$ cat src/rtl/mi4_pkg.sv
// Shared types, widths and helpers for the 4x4 fixed-point matrix inverse.
// Used by every module under rtl; no dependencies.
`default_nettype none

package mi4_pkg;

  localparam int FRAC_BITS_DEF = 16;
  localparam int EW            = 32;
  localparam int IDX_W         = 4;
  localparam int LIMB_W        = 32;
  localparam int N_LIMBS       = 4;
  localparam int BW            = N_LIMBS * LIMB_W;
  localparam int ADJ_W         = 100;
  localparam int ACC_W         = 136;
  localparam int PROD_W        = 2 * LIMB_W + 2;

  localparam logic [IDX_W-1:0] LAST_IDX = 4'd15;

  localparam logic [1:0] LIMB_ONE   = 2'd0;
  localparam logic [1:0] LIMB_MINOR = 2'd2;
  localparam logic [1:0] LIMB_ADJ   = 2'd3;
  localparam logic [1:0] K_LAST     = 2'd2;
  localparam logic [1:0] ROW_LAST   = 2'd3;

  typedef struct packed {
    logic [IDX_W-1:0]  element_index;
    logic signed [31:0] element_value;
  } mi4_in_t;

  typedef struct packed {
    logic [IDX_W-1:0]  out_index;
    logic signed [31:0] out_value;
    logic              singular;
    logic              last_element;
  } mi4_out_t;

  typedef enum logic [3:0] {
    ST_IDLE,
    ST_RD_A,
    ST_RD_B,
    ST_LD_B,
    ST_MAC_WAIT,
    ST_ADJ_WR,
    ST_DET_WR,
    ST_Q_RD,
    ST_Q_START,
    ST_Q_WAIT,
    ST_EMIT
  } mi4_state_t;

  typedef enum logic [1:0] {
    TM_POS,
    TM_NEG,
    TM_COF
  } mi4_term_t;

  typedef enum logic [1:0] {
    B_ELEM,
    B_ACC0,
    B_ADJ
  } mi4_bsrc_t;

  typedef struct packed {
    logic             elem_we;
    logic             elem_rd;
    logic [IDX_W-1:0] elem_addr;
    logic             adj_rd;
    logic             adj_wr;
    logic [IDX_W-1:0] adj_addr;
    logic             load_a;
    logic             load_b;
    mi4_bsrc_t        b_src;
    logic             mac_start;
    logic             mac_clr;
    logic [1:0]       mac_last;
    logic             mac_sub;
    logic             mac_sel;
    logic             det_wr;
    logic             div_start;
    logic             out_load;
    logic [IDX_W-1:0] out_index;
  } mi4_cmd_t;

  typedef struct packed {
    logic mac_done;
    logic div_done;
    logic det_zero;
    logic out_free;
  } mi4_stat_t;

  function automatic logic [1:0] mi4_skip(input logic [1:0] gap, input logic [1:0] n);
    return (n < gap) ? n : n + 2'd1;
  endfunction

endpackage

`default_nettype wire

$ cat src/rtl/mi4_ctrl.sv
// Sequencer: walks cofactor terms, determinant terms and result words, issuing
// datapath commands. Depends on mi4_pkg.
`default_nettype none

module mi4_ctrl (
  input  logic                        clk,
  input  logic                        rst,
  input  logic                        element_valid,
  input  logic [mi4_pkg::IDX_W-1:0]   element_index,
  input  mi4_pkg::mi4_stat_t          stat,
  output mi4_pkg::mi4_cmd_t           cmd,
  output logic                        element_stall
);
  import mi4_pkg::*;

  mi4_state_t       state, state_next;
  logic [IDX_W-1:0] ent, ent_next;
  logic [1:0]       kk, kk_next;
  mi4_term_t        tt, tt_next;
  logic             det_ph, det_ph_next;

  logic [1:0] row, col, kp1, kp2;
  logic [1:0] r0, r1, r2, ck, c1, c2;
  logic [IDX_W-1:0] addr_a, addr_b;

  always_ff @(posedge clk) begin
    if (rst) begin
      state  <= ST_IDLE;
      ent    <= '0;
      kk     <= '0;
      tt     <= TM_POS;
      det_ph <= 1'b0;
    end else begin
      state  <= state_next;
      ent    <= ent_next;
      kk     <= kk_next;
      tt     <= tt_next;
      det_ph <= det_ph_next;
    end
  end

  assign row = ent[3:2];
  assign col = ent[1:0];
  assign kp1 = (kk == K_LAST) ? 2'd0 : kk + 2'd1;
  assign kp2 = (kk == 2'd0) ? K_LAST : kk - 2'd1;
  assign r0  = mi4_skip(col, 2'd0);
  assign r1  = mi4_skip(col, 2'd1);
  assign r2  = mi4_skip(col, 2'd2);
  assign ck  = mi4_skip(row, kk);
  assign c1  = mi4_skip(row, kp1);
  assign c2  = mi4_skip(row, kp2);

  always_comb begin
    unique case (tt)
      TM_POS: begin
        addr_a = {r1, c1};
        addr_b = {r2, c2};
      end
      TM_NEG: begin
        addr_a = {r1, c2};
        addr_b = {r2, c1};
      end
      default: begin
        addr_a = {r0, ck};
        addr_b = {r2, c1};
      end
    endcase
  end

  always_comb begin
    state_next  = state;
    ent_next    = ent;
    kk_next     = kk;
    tt_next     = tt;
    det_ph_next = det_ph;
    unique case (state)
      ST_IDLE: begin
        if (element_valid && element_index == LAST_IDX) begin
          state_next  = ST_RD_A;
          ent_next    = '0;
          kk_next     = '0;
          tt_next     = TM_POS;
          det_ph_next = 1'b0;
        end
      end
      ST_RD_A: state_next = ST_RD_B;
      ST_RD_B: state_next = ST_LD_B;
      ST_LD_B: state_next = ST_MAC_WAIT;
      ST_MAC_WAIT: begin
        if (stat.mac_done) begin
          if (det_ph) begin
            if (ent[1:0] == ROW_LAST) begin
              state_next = ST_DET_WR;
            end else begin
              ent_next   = ent + 1'b1;
              state_next = ST_RD_A;
            end
          end else begin
            unique case (tt)
              TM_POS: begin
                tt_next    = TM_NEG;
                state_next = ST_RD_A;
              end
              TM_NEG: begin
                tt_next    = TM_COF;
                state_next = ST_RD_A;
              end
              default: begin
                tt_next = TM_POS;
                if (kk == K_LAST) begin
                  state_next = ST_ADJ_WR;
                end else begin
                  kk_next    = kk + 2'd1;
                  state_next = ST_RD_A;
                end
              end
            endcase
          end
        end
      end
      ST_ADJ_WR: begin
        kk_next    = '0;
        state_next = ST_RD_A;
        if (ent == LAST_IDX) begin
          ent_next    = '0;
          det_ph_next = 1'b1;
        end else begin
          ent_next = ent + 1'b1;
        end
      end
      ST_DET_WR: begin
        ent_next   = '0;
        state_next = ST_Q_RD;
      end
      ST_Q_RD:    state_next = ST_Q_START;
      ST_Q_START: state_next = stat.det_zero ? ST_EMIT : ST_Q_WAIT;
      ST_Q_WAIT: begin
        if (stat.div_done) begin
          state_next = ST_EMIT;
        end
      end
      ST_EMIT: begin
        if (stat.out_free) begin
          if (ent == LAST_IDX) begin
            state_next = ST_IDLE;
          end else begin
            ent_next   = ent + 1'b1;
            state_next = ST_Q_RD;
          end
        end
      end
      default: state_next = ST_IDLE;
    endcase
  end

  always_comb begin
    cmd           = '0;
    cmd.out_index = ent;
    element_stall = state != ST_IDLE;
    unique case (state)
      ST_IDLE: begin
        cmd.elem_we = element_valid;
      end
      ST_RD_A: begin
        cmd.elem_rd  = 1'b1;
        cmd.elem_addr = det_ph ? {2'b00, ent[1:0]} : addr_a;
        cmd.adj_rd   = det_ph;
        cmd.adj_addr = {ent[1:0], 2'b00};
      end
      ST_RD_B: begin
        cmd.load_a    = 1'b1;
        cmd.elem_rd   = !det_ph && tt != TM_COF;
        cmd.elem_addr = addr_b;
      end
      ST_LD_B: begin
        cmd.load_b    = 1'b1;
        cmd.mac_start = 1'b1;
        if (det_ph) begin
          cmd.b_src    = B_ADJ;
          cmd.mac_last = LIMB_ADJ;
          cmd.mac_sub  = 1'b0;
          cmd.mac_sel  = 1'b1;
          cmd.mac_clr  = ent[1:0] == 2'd0;
        end else if (tt == TM_COF) begin
          cmd.b_src    = B_ACC0;
          cmd.mac_last = LIMB_MINOR;
          cmd.mac_sub  = row[0] ^ col[0];
          cmd.mac_sel  = 1'b1;
          cmd.mac_clr  = kk == 2'd0;
        end else begin
          cmd.b_src    = B_ELEM;
          cmd.mac_last = LIMB_ONE;
          cmd.mac_sub  = tt == TM_NEG;
          cmd.mac_sel  = 1'b0;
          cmd.mac_clr  = tt == TM_POS;
        end
      end
      ST_ADJ_WR: begin
        cmd.adj_wr   = 1'b1;
        cmd.adj_addr = ent;
      end
      ST_DET_WR: begin
        cmd.det_wr = 1'b1;
      end
      ST_Q_RD: begin
        cmd.adj_rd   = 1'b1;
        cmd.adj_addr = ent;
      end
      ST_Q_START: begin
        cmd.div_start = !stat.det_zero;
      end
      ST_EMIT: begin
        cmd.out_load = stat.out_free;
      end
      default: begin
        cmd.elem_we = 1'b0;
      end
    endcase
  end

endmodule

`default_nettype wire

$ cat config.mk
export PLATFORM = sky130hd
export DESIGN_NAME = mi4_ctrl
export DESIGN_NICKNAME = d
export VERILOG_FILES = /design/src/rtl/mi4_pkg.sv /design/src/rtl/mi4_ctrl.sv
export SDC_FILE = /design/constraint.sdc
export NUM_CORES = 1
export LEC_CHECK = 0
export ABC_CLOCK_PERIOD_IN_PS = 2009
export BUFFER_PORTS_ARGS = -buffer_cell sky130_fd_sc_hd__clkbuf_2
export CORE_UTILIZATION = 49
export CTS_CLUSTER_SIZE = 24
export DETAILED_ROUTE_END_ITERATION = 8
export GPL_ROUTABILITY_DRIVEN = 1
export GPL_TIMING_DRIVEN = 0
export HOLD_SLACK_MARGIN = 0.06
export PLACE_DENSITY_LB_ADDON = 0.05
export SYNTH_ARGS = -nofsm -noshare
export SYNTH_HDL_FRONTEND = slang
export SYNTH_SLANG_ARGS = --single-unit
export TNS_END_PERCENT = 50
$ cat constraint.sdc
create_clock -name clk -period 2.01 [get_ports clk]
set_input_delay 0.1005 -clock clk [delete_from_list [all_inputs] [get_ports clk]]
set_output_delay 0.1005 -clock clk [all_outputs]
set_load 0.01 [all_outputs]
==> implementation parameters <==
Parameter                              Value

Run status
  Outcome ... finished with violations
  Violations in the final reports ... setup timing

Synthesis
  Syn_area_per_cell ... 7.061 µm²
  Async set-reset flop share out of synthesis ... 0
  Number of enable-type register cells in the synthesized netlist ... 0
  Post-synthesis instance area ... 1645 µm²
  Count of state elements after synthesis ... 13
  Sequential-to-total area share from yosys stat ... 0.1582
  Synthesized netlist net count ... 255
  Number of distinct library cell variants in the gate-level netlist after synthesis ... 50
  Primary flip-flop cell chosen by synthesis mapping ... sky130_fd_sc_hd__dfxtp_1
  Number of instances in the synthesized netlist ... 233
  Yosys warnings ... 0

Clock network
  TritonCTS clock tree ... yes
  Worst-skew pair later-pin latency ... 0.30 ns
  Sink Count ... 13
  Number of buffers created by CTS ... 3
  Root Buffer ... sky130_fd_sc_hd__clkbuf_4
  CTS clk-pin slew, worst paths ... 0.09 ns
  H-tree lvl count ... 1
  Maximum clock path buffer count ... 2

STA
  Final period util ... 1.126
  Slew Viols, Final ... 0
  Number of setup violations in the final report ... 3
  Slack of the critical path ... -0.2531 ns
  Fmax ... 441.9 MHz
  Max-slew headroom at the worst pin ... 0.6814
  Measured slew at the worst slew-check pin ... 0.4779 ns
  Final critical-path required period ... 2.263 ns
  RSZ-0062 raised after global routing ... true
  Total count of hold-check failures in the final report ... 0
  Clk_skew ... 0.02030 ns
  Final hold slack ... 0.1499 ns

Final layout
  Top library cells by usage in the layout, fill and taps aside ... sky130_fd_sc_hd__clkbuf_2 (42), sky130_fd_sc_hd__nor2_1 (24), sky130_fd_sc_hd__a21oi_1 (19), sky130_fd_sc_hd__buf_4 (12)
  Fill cell count ... 276
  Share of final-layout standard cells stronger than drive strength 1 ... 0.3566
  Synth-to-layout area growth ... 30.27%
  Leading cell type in the layout, fill and taps excluded ... sky130_fd_sc_hd__clkbuf_2
  Final instance area ... 2143 µm²
  Final core utilization ... 0.6852
  Final Net Count ... 309
  Non-filler instance count after layout ... 330
  Number of diodes ... 0

Placement
  Final GP Congestion ... 0.9346
  Number of port buffers ... 40
  Placed cell count ... 317
  Post-Place Cell Area ... 1901 µm²
  Post-DP HPWL ... 3.533 mm

Floorplan
  Starting density of the core ... 0.5260
  Die footprint ... 3593 µm²
  Number of top-level design ports ... 41
  Floorplan row count ... 20
  Height of the die ... 59.95 µm
  Chip Width ... 59.95 µm
  Placeable core area ... 3128 µm²

Global route
  Wire length of the first global-routing pass ... 7.797 mm
  Via count of the first global-routing pass ... 1621
  Initial antenna violation count ... 0
  Largest net degree at the start of global routing ... 11
  Overflow after GRT ... 0
  Global-route usage over all layers ... 0.2878

Route
  Total wire length ... 4.893 mm
  Final routed wire length divided by cell count ... 14.83 µm
  Via Count ... 1940
  Avg Vias per Cell ... 5.879
  First-pass DRT Iterations ... 4
  Detailed-route DRC error count ... 0
  Number of DRC markers in iteration 0 ... 128
  ANT nets after route ... 0

Power and ir drop
  Power density of the placed cells ... 234.0 nW/µm²
  Switching component of the power ... 145.2 µW
  Portion of total power attributed to sequential cells ... 0.510
  Internal Pwr Total ... 356.2 µW
  Share of power burned in combinational logic ... 0.115
  VDD IR-drop max ... 0.0002727 V
  P_leak ... 0.0008641 µW
  Overall power consumption ... 501.5 µW
  Clock Power Share ... 0.375
  Fraction of power spent switching nets ... 0.2896

Worst setup path
  Crit path DAT ... 2.16 ns
  Nature of the critical path endpoint ... primary output
  Reg2reg path depth ... 6
  Slowest Stage Delay on Critical Path ... 0.37 ns
  Type of the worst setup path ... reg2out
  Worst-path maximum fanout ... 4
  Cell with the largest stage delay on the worst path ... sky130_fd_sc_hd__dfxtp_4
  Startpoint types ... flop
  Required time at the endpoint of the critical path ... 1.91 ns
  Series of cell instances along the critical path ... inv_4 -> ha_4 -> inv_4 -> ha_4 -> nor2b_4 -> o31ai_4 -> mux2i_1 -> o21ai_1 -> nand3_1 -> clkbuf_2

Min path
  Cell depth of the worst hold path ... 3
  Path type of the worst min-delay path ... in2reg

Flow run
  Count of max-cap constraint violations ... 0
==> worst paths after layout <==
| check | slack [ns] | endpoint | start |
|---|---|---|---|
| worst max-delay path | -0.25 | cmd[23] | kk[1] |
| worst min-delay path | 0.15 | state[2] | stat[3] |
| worst max register to register | -0.01 | ent[3] | ent[1] |
| worst min register to register | 0.59 | ent[3] | ent[3] |
==> state kept, by name, summed over array words and instances (netlist names) <==
| signal | cells |
|---|---|
| ent | 4 |
| state | 4 |
| kk | 2 |
| tt | 2 |
| det_ph | 1 |
==> power by group through the flow <==
stage               registers (µW)  clock network, µW  logic, µW
floorplan                      264                  0       30.4
global placement               264                  0       54.3
detailed placement             264                  0       54.1
CTS                            256                186       56.8
global route                   256                201       63.2
finish                         256                188       57.9
==> logic make-up after synthesis <==
family	Yosys count	share of synthesized area
buffers and inverters	36	0.1125
flip-flops	13	0.1582
multiplexers	6	0.03650
AO/OA/AOI/OAI	67	0.2578
AND/OR/NAND/NOR	98	0.3407
adder cells (fa/ha/maj)	11	0.08365
XOR/XNOR	2	0.01065
==> critical path: cells and delay by family (launching register included) <==
kind | cells | cell delay (ns)
flops | 1 | 0.37
simple gates | 2 | 0.22
fa+ha+maj | 2 | 0.52
buf+inv | 3 | 0.22
mux | 1 | 0.11
compound gates | 2 | 0.43
==> Yosys cell counts (all sizes together), types with 3 or more instances <==
master,n,area (µm²)
a211oi,4,30.03
a21oi,19,95.09
a31oi,5,31.28
and3,3,20.02
buf,13,98.84
clkbuf,10,37.54
dfxtp,13,260.3
ha,11,137.6
inv,13,48.80
mux2i,6,60.06
nand2,11,41.29
nand2b,9,56.30
nand3,5,30.03
nand4,5,31.28
nor2,27,103.9
nor2b,11,68.82
nor3,12,65.06
o21ai,16,80.07
o22ai,3,18.77
o31ai,7,52.55
o32a,3,30.03
or4,3,22.52
==> per-layer routing <==
metal | routed length (µm) | share of wire | GRT usage | up-vias
li1 | - | - | - | 951
met1 | 2272 | 0.46 | 0.4167 | 875
met4 | 97 | 0.020 | 0.06645 | 0
met5 | 0 | 0 | 0 | -
met2 | 2097 | 0.43 | 0.4397 | 102
met3 | 426 | 0.087 | 0.04978 | 12
==> per-stage QoR <==
stage / setup TNS, ns / worst slack, ns
after floorplan: 0 / 0.004753
after global placement: -0.4782 / -0.2494
after detailed placement: -0.5766 / -0.3087
after CTS: -0.2994 / -0.1590
after global routing: -0.9832 / -0.3509
final: -0.4385 / -0.2531
==> layout make-up <==
type                            instances  area [µm²]  share of cell area
Multi-Input combinational cell        184        1318              0.6147
Timing Repair Buffer                   49       270.3              0.1261
Sequential cell                        13       269.0              0.1255
Buffer                                 23       147.6             0.06889
Inverter                               13       56.30             0.02627
Tap cell                               44       55.05             0.02569
Clock buffer                            3       22.52             0.01051
Clock inverter                          1       5.005            0.002335
==> what timing repair did <==
| item | CTS | global route |
|---|---|---|
| endpoints found under the hold margin | 2 | 0 |
| endpoints found under the setup margin | 16 | 17 |
| setup buffers | 8 | 0 |
| gates resized for setup | 33 | 13 |
| hold buffers | 1 | 0 |
| pin swaps | 9 | 1 |
Power figures use the tool's default switching activity.
